## src/design/scsirb_pkg.sv

```systemverilog
// Shared types, codes and helpers for the SCSI controller register block.
`timescale 1ns / 1ps
`default_nettype none

package scsirb_pkg;

    // Command FIFO geometry
    localparam int FIFO_DEPTH = 16;
    localparam int FIFO_PTR_W = $clog2(FIFO_DEPTH);

    // Stream widths, padded to whole bytes
    localparam int IN_TDATA_W  = 16;
    localparam int OUT_TDATA_W = 16;

    // Item kinds carried on tuser
    localparam logic [1:0] ACT_READ  = 2'd0;
    localparam logic [1:0] ACT_WRITE = 2'd1;
    localparam logic [1:0] ACT_TICK  = 2'd2;
    localparam logic [1:0] ACT_DMA   = 2'd3;

    // Register map
    localparam logic [3:0] ADDR_CNT_LO  = 4'd0;
    localparam logic [3:0] ADDR_CNT_MID = 4'd1;
    localparam logic [3:0] ADDR_FIFO    = 4'd2;
    localparam logic [3:0] ADDR_CMD     = 4'd3;
    localparam logic [3:0] ADDR_STATUS  = 4'd4;
    localparam logic [3:0] ADDR_IRQ     = 4'd5;
    localparam logic [3:0] ADDR_ISTATE  = 4'd6;
    localparam logic [3:0] ADDR_FSTATE  = 4'd7;
    localparam logic [3:0] ADDR_CNT_HI  = 4'd14;

    // Commands (low seven bits, bit 7 is the DMA flag)
    localparam logic [6:0] CMD_NOP        = 7'h00;
    localparam logic [6:0] CMD_RESET_DEV  = 7'h03;
    localparam logic [6:0] CMD_SELECT_ATN = 7'h42;
    localparam logic [6:0] CMD_ENABLE_SEL = 7'h44;
    localparam logic [6:0] CMD_XFER_INFO  = 7'h10;
    localparam logic [6:0] CMD_INIT_CMPL  = 7'h11;
    localparam logic [6:0] CMD_MSG_ACCEPT = 7'h12;

    // Target opcodes that finish without a data phase
    localparam logic [7:0] OPC_TEST_UNIT    = 8'h00;
    localparam logic [7:0] OPC_PLAY_TRK_IDX = 8'h48;
    localparam logic [7:0] OPC_PAUSE_RESUME = 8'h4b;

    // Register values and bit positions
    localparam logic [7:0] ISTAT_DONE      = 8'h08;
    localparam logic [7:0] ISTATE_CMD_DONE = 8'h04;
    localparam logic [7:0] ISTATE_SEQ_DONE = 8'h06;
    localparam int         STAT_IRQ_BIT    = 7;
    localparam int         STAT_CNT_Z_BIT  = 4;

    // Bus phase sequence: counter holds at its last step
    localparam logic [3:0] PHASE_LAST = 4'd10;

    typedef struct packed {
        logic [1:0] action;
        logic [3:0] reg_index;
        logic [7:0] write_data;
    } t_item;

    typedef struct packed {
        logic [7:0] read_data;
        logic       irq_pulse;
    } t_result;

    // Phase code shown in the low status bits for each step
    function automatic logic [2:0] phase_code(input logic [3:0] step);
        logic [2:0] code;
        case (step)
            4'd0, 4'd1: code = 3'd0;
            4'd2, 4'd3: code = 3'd1;
            4'd4:       code = 3'd2;
            4'd5:       code = 3'd3;
            4'd6:       code = 3'd4;
            4'd7:       code = 3'd5;
            4'd8:       code = 3'd6;
            4'd9:       code = 3'd7;
            default:    code = 3'd0;
        endcase
        return code;
    endfunction

endpackage

`default_nettype wire

```

## src/design/scsirb_in_reg.sv

```systemverilog
// Input register: holds one accepted beat until the execute step takes it.
`timescale 1ns / 1ps
`default_nettype none

module scsirb_in_reg (
    input  wire                 i_clk,
    input  wire                 i_rst_n,
    input  wire                 i_valid,
    output logic                o_ready,
    input  scsirb_pkg::t_item   i_item,
    output logic                o_valid,
    output scsirb_pkg::t_item   o_item,
    input  wire                 i_take
);
    import scsirb_pkg::*;

    logic  r_valid;
    t_item r_item;

    // Space whenever empty or the held beat leaves this cycle
    assign o_ready = !r_valid || i_take;
    assign o_valid = r_valid;
    assign o_item  = r_item;

    always_ff @(posedge i_clk) begin
        if (!i_rst_n) begin
            r_valid <= 1'b0;
        end else if (o_ready) begin
            r_valid <= i_valid;
        end
    end

    always_ff @(posedge i_clk) begin
        if (o_ready && i_valid) begin
            r_item <= i_item;
        end
    end

endmodule

`default_nettype wire

```

## src/design/scsirb_exec.sv

```systemverilog
// Register file, command FIFO, phase counter and IRQ timer with their update logic.
`timescale 1ns / 1ps
`default_nettype none

module scsirb_exec (
    input  wire                  i_clk,
    input  wire                  i_rst_n,
    input  wire                  i_fire,
    input  scsirb_pkg::t_item    i_item,
    output scsirb_pkg::t_result  o_result,
    input  wire                  i_cfg_we,
    input  wire [15:0]           i_cfg_data
);
    import scsirb_pkg::*;

    localparam logic [FIFO_PTR_W-1:0] PTR_MAX = FIFO_PTR_W'(FIFO_DEPTH - 1);

    logic [7:0]            r_mirror [16];
    logic [7:0]            n_mirror [16];
    logic [7:0]            r_fifo   [FIFO_DEPTH];
    logic [7:0]            n_fifo   [FIFO_DEPTH];
    logic [FIFO_PTR_W-1:0] r_ptr,     n_ptr;
    logic [3:0]            r_phase,   n_phase;
    logic                  r_pending, n_pending;
    logic [15:0]           r_count,   n_count;
    logic [15:0]           r_delay;
    t_result               res;
    logic                  sched;

    assign o_result = res;

    // Next state and result for the beat in the execute step
    always_comb begin
        n_mirror  = r_mirror;
        n_fifo    = r_fifo;
        n_ptr     = r_ptr;
        n_phase   = r_phase;
        n_pending = r_pending;
        n_count   = r_count;
        res       = '0;
        sched     = 1'b0;
        if (i_fire) begin
            case (i_item.action)
                ACT_READ: begin
                    // status read inserts the phase code, then steps the phase
                    if (i_item.reg_index == ADDR_STATUS) begin
                        n_mirror[ADDR_STATUS][2:0] = phase_code(r_phase);
                        if (r_phase < PHASE_LAST) begin
                            n_phase = r_phase + 4'd1;
                        end
                    end
                    if (i_item.reg_index != ADDR_FIFO) begin
                        res.read_data = n_mirror[i_item.reg_index];
                    end
                    // reading interrupt status drops the IRQ bit
                    if (i_item.reg_index == ADDR_IRQ) begin
                        n_mirror[ADDR_STATUS][STAT_IRQ_BIT] = 1'b0;
                    end
                end
                ACT_WRITE: begin
                    if (i_item.reg_index == ADDR_CNT_LO || i_item.reg_index == ADDR_CNT_MID
                        || i_item.reg_index == ADDR_CNT_HI) begin
                        n_mirror[ADDR_STATUS][STAT_CNT_Z_BIT] = 1'b0;
                    end
                    // FIFO fill, last entry overwritten once full
                    if (i_item.reg_index == ADDR_FIFO) begin
                        n_fifo[r_ptr] = i_item.write_data;
                        n_ptr = (r_ptr == PTR_MAX) ? PTR_MAX : r_ptr + 1'b1;
                    end
                    if (i_item.reg_index == ADDR_CMD) begin
                        n_ptr = '0;
                        case (i_item.write_data[6:0])
                            CMD_NOP: begin
                                n_mirror[ADDR_IRQ] = ISTAT_DONE;
                                n_phase = '0;
                            end
                            CMD_RESET_DEV: begin
                                n_mirror[ADDR_ISTATE] = ISTATE_CMD_DONE;
                                n_phase = '0;
                                sched   = 1'b1;
                            end
                            CMD_SELECT_ATN: begin
                                sched = 1'b1;
                                if (r_fifo[1] == OPC_TEST_UNIT
                                    || r_fifo[1] == OPC_PLAY_TRK_IDX
                                    || r_fifo[1] == OPC_PAUSE_RESUME) begin
                                    n_mirror[ADDR_ISTATE] = ISTATE_SEQ_DONE;
                                end else begin
                                    n_mirror[ADDR_ISTATE] = ISTATE_CMD_DONE;
                                end
                                n_phase = '0;
                            end
                            CMD_ENABLE_SEL: begin
                                n_phase = '0;
                            end
                            CMD_XFER_INFO, CMD_INIT_CMPL, CMD_MSG_ACCEPT: begin
                                sched = 1'b1;
                                n_mirror[ADDR_ISTATE] = ISTATE_SEQ_DONE;
                            end
                            default: begin
                            end
                        endcase
                        // a new schedule restarts the single timer
                        if (sched) begin
                            n_pending = 1'b1;
                            n_count   = r_delay;
                        end
                    end
                    if (i_item.reg_index != ADDR_STATUS && i_item.reg_index != ADDR_IRQ
                        && i_item.reg_index != ADDR_ISTATE
                        && i_item.reg_index != ADDR_FSTATE) begin
                        n_mirror[i_item.reg_index] = i_item.write_data;
                    end
                end
                ACT_TICK: begin
                    if (r_pending) begin
                        if (r_count > 16'd1) begin
                            n_count = r_count - 16'd1;
                        end else begin
                            n_count   = '0;
                            n_pending = 1'b0;
                            n_mirror[ADDR_IRQ] = ISTAT_DONE;
                            n_mirror[ADDR_STATUS][STAT_IRQ_BIT] = 1'b1;
                            res.irq_pulse = 1'b1;
                        end
                    end
                end
                default: begin
                    n_mirror[ADDR_STATUS][STAT_CNT_Z_BIT] = 1'b1;
                end
            endcase
        end
    end

    // State registers
    always_ff @(posedge i_clk) begin
        if (!i_rst_n) begin
            for (int i = 0; i < 16; i++) begin
                r_mirror[i] <= '0;
            end
            for (int i = 0; i < FIFO_DEPTH; i++) begin
                r_fifo[i] <= '0;
            end
            r_ptr     <= '0;
            r_phase   <= '0;
            r_pending <= 1'b0;
            r_count   <= '0;
        end else begin
            r_mirror  <= n_mirror;
            r_fifo    <= n_fifo;
            r_ptr     <= n_ptr;
            r_phase   <= n_phase;
            r_pending <= n_pending;
            r_count   <= n_count;
        end
    end

    // IRQ delay setting
    always_ff @(posedge i_clk) begin
        if (!i_rst_n) begin
            r_delay <= 16'd1;
        end else if (i_cfg_we) begin
            r_delay <= i_cfg_data;
        end
    end

endmodule

`default_nettype wire

```

## src/design/scsirb_out_reg.sv

```systemverilog
// Result register: holds one result beat until the downstream side takes it.
`timescale 1ns / 1ps
`default_nettype none

module scsirb_out_reg (
    input  wire                  i_clk,
    input  wire                  i_rst_n,
    input  wire                  i_load,
    input  scsirb_pkg::t_result  i_result,
    output logic                 o_space,
    output logic                 o_valid,
    input  wire                  i_ready,
    output scsirb_pkg::t_result  o_result
);
    import scsirb_pkg::*;

    logic    r_valid;
    t_result r_result;

    // Room for a new result when empty or the held one goes this cycle
    assign o_space  = !r_valid || i_ready;
    assign o_valid  = r_valid;
    assign o_result = r_result;

    always_ff @(posedge i_clk) begin
        if (!i_rst_n) begin
            r_valid <= 1'b0;
        end else if (o_space) begin
            r_valid <= i_load;
        end
    end

    always_ff @(posedge i_clk) begin
        if (i_load) begin
            r_result <= i_result;
        end
    end

endmodule

`default_nettype wire

```

## src/design/scsi_controller_register_block.sv

```systemverilog
// Top level of the SCSI controller register block.
`timescale 1ns / 1ps
`default_nettype none

// Register-level model of a SCSI controller: reads, writes, timer ticks and
// DMA-done events arrive as beats on the slave stream (kind on tuser) and each
// gives exactly one result beat. A beat is registered in the input register and is
// executed, once the output register has room, against the register file, command
// FIFO, phase counter and IRQ timer, its result landing in the output register; one
// beat is taken every clock while the master side keeps up, one beat per cycle. The
// IRQ delay register is written on the config channel, which is always ready; the
// user must write it only while no beat is in flight: the block does not enforce it.
module scsi_controller_register_block (
    input  wire         i_clk,
    input  wire         i_rst_n,
    input  wire         s_axis_tvalid,
    output logic        s_axis_tready,
    input  wire  [scsirb_pkg::IN_TDATA_W-1:0]  s_axis_tdata,   // reg_index[3:0],
                                                               // write_data[11:4], zero pad
    input  wire  [1:0]  s_axis_tuser,   // action[1:0]
    output logic        m_axis_tvalid,
    input  wire         m_axis_tready,
    output logic [scsirb_pkg::OUT_TDATA_W-1:0] m_axis_tdata,   // read_data[7:0],
                                                               // irq_pulse[8], zero pad
    input  wire         i_cfg_valid,
    output logic        o_cfg_ready,
    input  wire  [15:0] i_cfg_data      // irq_delay_ticks
);
    import scsirb_pkg::*;

    t_item   in_item;
    t_item   held_item;
    t_result exec_result;
    t_result out_result;
    logic    held_valid;
    logic    out_space;
    logic    fire;

    assign in_item.action     = s_axis_tuser;
    assign in_item.reg_index  = s_axis_tdata[3:0];
    assign in_item.write_data = s_axis_tdata[11:4];

    // Execute whenever a beat is held and the result register has room
    assign fire        = held_valid && out_space;
    assign o_cfg_ready = 1'b1;

    scsirb_in_reg u_in_reg (
        .i_clk   (i_clk),
        .i_rst_n (i_rst_n),
        .i_valid (s_axis_tvalid),
        .o_ready (s_axis_tready),
        .i_item  (in_item),
        .o_valid (held_valid),
        .o_item  (held_item),
        .i_take  (fire)
    );

    scsirb_exec u_exec (
        .i_clk      (i_clk),
        .i_rst_n    (i_rst_n),
        .i_fire     (fire),
        .i_item     (held_item),
        .o_result   (exec_result),
        .i_cfg_we   (i_cfg_valid),
        .i_cfg_data (i_cfg_data)
    );

    scsirb_out_reg u_out_reg (
        .i_clk    (i_clk),
        .i_rst_n  (i_rst_n),
        .i_load   (fire),
        .i_result (exec_result),
        .o_space  (out_space),
        .o_valid  (m_axis_tvalid),
        .i_ready  (m_axis_tready),
        .o_result (out_result)
    );

    assign m_axis_tdata = {7'd0, out_result.irq_pulse, out_result.read_data};

endmodule

`default_nettype wire
```

## config.mk

```make
export PLATFORM = sky130hd
export DESIGN_NAME = scsi_controller_register_block
export DESIGN_NICKNAME = d
export VERILOG_FILES = /design/src/design/scsirb_pkg.sv /design/src/design/scsirb_in_reg.sv /design/src/design/scsirb_exec.sv /design/src/design/scsirb_out_reg.sv /design/src/design/scsi_controller_register_block.sv
export SDC_FILE = /design/constraint.sdc
export NUM_CORES = 1
export LEC_CHECK = 0
export BUFFER_PORTS_ARGS = -buffer_cell sky130_fd_sc_hd__buf_2
export CORE_ASPECT_RATIO = 1.25
export CORE_UTILIZATION = 47
export DETAILED_ROUTE_END_ITERATION = 8
export GPL_ROUTABILITY_DRIVEN = 0
export PLACE_DENSITY = 0.63
export SYNTH_ARGS = -nofsm -noshare
export SYNTH_HDL_FRONTEND = slang
export SYNTH_SLANG_ARGS = --single-unit
```

## constraint.sdc

```tcl
create_clock -name i_clk -period 2.84 [get_ports i_clk]
set_clock_uncertainty 0.15 [all_clocks]
set_input_delay 0 -clock i_clk [delete_from_list [all_inputs] [get_ports i_clk]]
set_output_delay 0 -clock i_clk [all_outputs]
set_load 0.1 [all_outputs]
```

After elaboration in Yosys (flattened, before gate mapping)
Memory sizes are Yosys's and may differ from the RTL's. A register that Yosys moved wholly into a read port is not among the register bits.
Cells that the tools add are included.
Storage, ports and cells
  register bits: 322
  memory bits (read-only): 48
  bits of input ports: 39
  logic and storage cells: 187
  memories: 1
Cells by class
  $add $sub $neg: 3
  $lt $le $gt $ge: 6
  eq/ne operators: 31
  muxes and demuxes: 56
  bitwise logic cells: 3
  reductions and logical operators: 40
Memories
  (name not given): depth 16, width 3, read ports 1, clocked after Yosys merged registers in 1, write ports 0, RTL line scsirb_pkg.sv:70  | case (step)
Operators by type and width (number)
  bitwise mux 128 bit: 2
  two-way mux 16 bit: 7
  two-way mux 96 bit: 1
  demux 8 bit (select 4 bit): 2
  two-way mux 8 bit: 7
  two-way mux 4 bit: 9
  binary-select mux 8 bit (select 4 bit): 1
  case mux 16 bit (2 select lines): 1
  case mux 8 bit (3 select lines): 1
  equality test 7 x 5 -> 1 bit (second input constant): 3
  equality test 8 x 7 -> 1 bit (second input constant): 2
  greater-than comparator 16 x 1 -> 1 bit (second input constant): 1
  != test 4 x 3 -> 1 bit (second input constant): 4
  case mux 8 bit (2 select lines): 1
  subtractor 16 x 1 -> 16 bit (second input constant): 1
  two-way mux 1 bit: 15
  equality test 7 bit (second input constant): 2
  != test 2 x 1 -> 1 bit (second input constant): 6
  AND reduction 3 bit: 4
  AND reduction 6 bit: 2
  >= comparator 5 bit (second input constant): 2
  < comparator 5 x 1 -> 1 bit (second input constant): 2
  inverter 4 -> 5 bit: 2
  two-way mux 3 bit: 3
  other kinds (33): 58

Logic depth before layout (Yosys ltp)
  depth in word-level cells: 11
  gate-level depth with buffers: 10

Modules after synthesis
From an unflattened synthesis, not the netlist that was laid out.
Second synthesis, totals
  cell total of the unflattened synthesis: 903
  area, all modules: 9557.9 um^2
By module, submodules not included
  scsirb_exec: times used 1, cells each 860, area each 8687.1 um^2
  scsirb_in_reg: times used 1, cells each 19, area each 478.0 um^2
  scsirb_out_reg: times used 1, cells each 13, area each 319.1 um^2
  scsi_controller_register_block: times used 1, cells each 11, area each 73.8 um^2

Worst setup path before layout
Ideal clock, no wire load.
  kind: register to register
  from: reg u_out_reg.r_valid, in the netlist u_out_reg.o_valid
  to: reg u_exec.r_fifo[119] (netlist name)
  setup time: 128 ps
  arrival: 2601 ps
  data required time: 2562 ps
  setup slack: -38 ps
  cell stages (with the launch flop): 11
  buffers on the path: 2
  period minus slack after synthesis: 2878 ps
  path through: dfxtp_1 nand2b_1 nand2_1 inv_2 nand2_1 or3_1 buf_2 or4b_4 buf_6 mux2i_1 nor2_1
On the way
  longest elaborated chain between the ends: 4
Ends and longest elaborated chain
  start, declared: RTL line scsirb_out_reg.sv:17  | logic r_valid;
  start signal, assigned: RTL line scsirb_out_reg.sv:29  | r_valid <= i_load;
  logical NOT 1 bit: RTL line scsirb_out_reg.sv:21  | assign o_space = !r_valid || i_ready;
  logical OR 1 bit: RTL line scsirb_out_reg.sv:21
  logical AND 1 bit: RTL line scsi_controller_register_block.sv:44  | assign fire = held_valid && out_space;
  via fire: RTL line scsi_controller_register_block.sv:37  | logic fire;
  AND reduction 3 bit (no source line)
  end signal, assigned: RTL line scsirb_exec.sv:150  | r_fifo <= n_fifo;
  end, declared: RTL line scsirb_exec.sv:20  | logic [7:0] r_fifo [FIFO_DEPTH];
The timed path passes the listed nets, and every way through them passes these cells.
A chain may end at the register's enable or synchronous reset.

==> impl_metrics.sql <==
INSERT INTO impl_metrics (metric_group, metric, value, unit) VALUES
('routing', 'vias_per_cell', '5.47', ''),
('setup_path', 'crit_fanout', '8', ''),
('timing', 'timing.slew.headroom', '27.8', '%'),
('setup_path', 'timing.critical_path.from_type', 'register', ''),
('yosys', 'synth.distinct_cells', '66', ''),
('global_route', 'global_route.peak_usage_layer', 'met2', ''),
('routing', 'routed_wirelength', '21.3', 'mm'),
('setup_path', 'crit_path_frequent_cell', 'sky130_fd_sc_hd__nand2_1', ''),
('clock_network', 'clock_sink_count', '202', ''),
('die', 'pin_count', '58', ''),
('clock_network', 'cts_tree', 'yes', ''),
('routing', 'dr_total_vias', '6676', ''),
('clock_network', 'clk-insertion-delay-late', '490', 'ps'),
('setup_path', 'endpoint_kind', 'register', ''),
('global_route', 'grtUsageMet3', '2.72', '%'),
('layout', 'area_used_by_multi_input_combinational_logic', '4430', 'um2'),
('clock_network', 'clock-root-buffer', 'sky130_fd_sc_hd__clkbuf_16', ''),
('yosys', 'synth.cell_area', '9060', 'um2'),
('power_and_ir_drop', 'seqPwrFrac', '49.2', '%'),
('yosys', 'syn_area_per_cell', '10.4', 'um2'),
('die', 'core', '18800', 'um2'),
('layout', 'most_common_library_cell_in_the_layout_ignoring_fill_and_taps', 'sky130_fd_sc_hd__dfxtp_1', ''),
('power_and_ir_drop', 'internal_power', '4.60', 'mW'),
('power_and_ir_drop', 'power_per_cell_area', '563', 'nW/um2'),
('clock_network', 'htree_depth', '1', ''),
('setup_path', 'slowest_delay', '520', 'ps'),
('timing', 'finalSetupViolCount', '0', ''),
('clock_network', 'cts-resized-gates', '0', ''),
('setup_path', 'critical_path_class', 'register to register', ''),
('global_route', 'grt_first_pass_wirelength', '34.2', 'mm'),
('timing', 'fin_crit', '2660', 'ps'),
('routing', 'drt_first_iter_violations', '518', ''),
('die', 'y_dimension_of_the_die', '157', 'um'),
('timing', 'slew_viol_final', '0', ''),
('setup_path', 'critical-path-slowest-cell', 'sky130_fd_sc_hd__edfxtp_1', ''),
('global_route', 'global_route.overflow_total', '0', ''),
('run', 'cap_viol_max_count', '0', ''),
('layout', 'final_core_utilization', '57.2', '%'),
('die', 'die_extent_in_x', '126', 'um'),
('clock_network', 'clk_pin_slew', '60', 'ps'),
('power_and_ir_drop', 'power_frac_clock', '41.5', '%'),
('clock_network', 'cts_max_path_buffers', '3', ''),
('place', 'io_buffers', '45', ''),
('layout', 'antennaDiodeCount', '0', ''),
('run_status', 'status', 'finished clean', ''),
('yosys', 'synth-edff-count', '23', ''),
('die', 'floorplan.initialDensity', '48.1', '%'),
('routing', 'drc', '0', ''),
('clock_network', 'post_cts.repair.setup_buffers', '0', ''),
('layout', 'regArea', '4280', 'um2'),
('power_and_ir_drop', 'power.switching_fraction', '24.2', '%'),
('layout', 'mostFrequentLayoutCells', '178 x sky130_fd_sc_hd__dfxtp_1, 152 x sky130_fd_sc_hd__nor2_1, 115 x sky130_fd_sc_hd__mux2i_1', ''),
('layout', 'layout_cell_share_with_drive_strength_beyond_1', '17.4', '%'),
('power_and_ir_drop', 'total_power', '6.07', 'mW'),
('yosys', 'ys_seq_elements', '202', ''),
('timing', 'totalNegativeSetupSlack', '0', 'ps'),
('place', 'dpl.hpwl', '14.1', 'mm'),
('die', 'rows', '56', ''),
('global_route', 'track_usage', '21.9', '%'),
('layout', 'fill_cells', '1639', ''),
('global_route', 'grtUsageMet1', '28.3', '%'),
('setup_path', 'cp.arrival', '2940', 'ps'),
('timing', 'timing.final.hold_violations', '0', ''),
('die', 'total_die_area', '19800', 'um2'),
('yosys', 'ys.flop_type', 'sky130_fd_sc_hd__dfxtp_1', ''),
('layout', 'area_growth', '18.9', '%'),
('power_and_ir_drop', 'power.static_leakage', '4.27', 'nW'),
('clock_network', 'numCtsBuffers', '21', ''),
('layout', 'final_nets', '1022', ''),
('global_route', 'grt_pass1_vias', '6456', ''),
('timing', 'unrepaired_setup_endpoints_after_global_routing', 'no', '');
==> worst paths after layout <==
path,cells after the start,startpoint,slack [ps],end
worst max-delay path,7,u_in_reg.o_item[11]$_DFFE_PP_,180,register
worst min-delay path,2,s_axis_tdata[4],70,u_in_reg.o_item[0]$_DFFE_PP_
worst max register to register,7,u_in_reg.o_item[11]$_DFFE_PP_,180,register
worst min register to register,2,u_exec.r_mirror[74]$_SDFFE_PN0P_,300,u_exec.r_mirror[74]$_SDFFE_PN0P_
==> layer usage <==
metal  vias up  part of all wire, %
met2       120                   50
li1       3277                    -
met4         0                  1.7
met1      3246                   45
met3        33                  3.5
met5         -                    0
==> synthesized netlist by cell type (12+ instances only) <==
cell / count / area [um2]
sky130_fd_sc_hd__clkbuf_1: 44 / 165
sky130_fd_sc_hd__and2_1: 21 / 131
sky130_fd_sc_hd__mux2i_1: 115 / 1150
sky130_fd_sc_hd__a21oi_1: 34 / 170
sky130_fd_sc_hd__mux4_2: 40 / 901
sky130_fd_sc_hd__inv_1: 20 / 75.1
sky130_fd_sc_hd__nor2b_1: 12 / 75.1
sky130_fd_sc_hd__o21ai_0: 23 / 115
sky130_fd_sc_hd__dfxtp_1: 179 / 3580
sky130_fd_sc_hd__edfxtp_1: 23 / 691
sky130_fd_sc_hd__nand2_1: 42 / 158
sky130_fd_sc_hd__nor2_1: 152 / 571
==> per-stage QoR <==
step                instances  setup slack [ps]  hold WS (ps)  instance area [um2]
floorplan                 881               201         -51.1                 9090
global placement         1132               260          27.7                 9640
detailed placement       1132               213          29.3                 9640
CTS                      1220               206          57.6                10800
global route             1220              9.24          74.6                10800
finish                   1220               182          72.2                10800
==> power groups by stage <==
stage                     logic (mW)  registers [mW]  clock network [mW]
after floorplan                0.342            3.06                   0
after global placement         0.497            3.05                   0
after detailed placement       0.500            3.04                   0
after CTS                      0.563            2.98                2.59
after global routing           0.606            2.99                2.70
final                          0.563            2.98                2.52
==> critical path, delay by kind of cell (launching register included) <==
| family | cells | cell delay (ps) |
|---|---|---|
| flip-flops | 1 | 520 |
| AO/OA/AOI/OAI | 2 | 630 |
| AND/OR/NAND/NOR | 5 | 1300 |
==> kinds of logic after synthesis <==
| family | count (synthesis) | share of synthesized area [%] |
|---|---|---|
| AND/OR/NAND/NOR | 305 | 16.1 |
| flip-flops | 202 | 47.1 |
| multiplexers | 156 | 22.8 |
| AO/OA/AOI/OAI | 106 | 7.83 |
| buffers and inverters | 89 | 4.25 |
| adder cells (fa/ha/maj) | 9 | 1.24 |
| XOR/XNOR | 6 | 0.580 |
| other | 2 | 0.0828 |
==> state kept, by name (all words and copies together) (netlist names), named ones only <==
register	flops
u_exec.r_mirror	125
u_exec.r_count	16
u_exec.r_delay	16
u_in_reg.o_item	14
u_out_reg.o_result	9
u_exec.r_fifo	8
u_exec.r_phase	4
u_exec.r_ptr	4
u_exec.r_pending	1
u_in_reg.o_valid	1
u_out_reg.o_valid	1
==> layout make-up <==
cell class | instances | area share [%]
multi-input combinational | 590 | 41.1
clock buffer | 31 | 5.52
sequential | 202 | 39.7
timing repair buffer | 137 | 9.92
clock inverter | 6 | 0.302
inverter | 22 | 0.790
tap | 232 | 2.69
(Power assumes the default switching activity.)
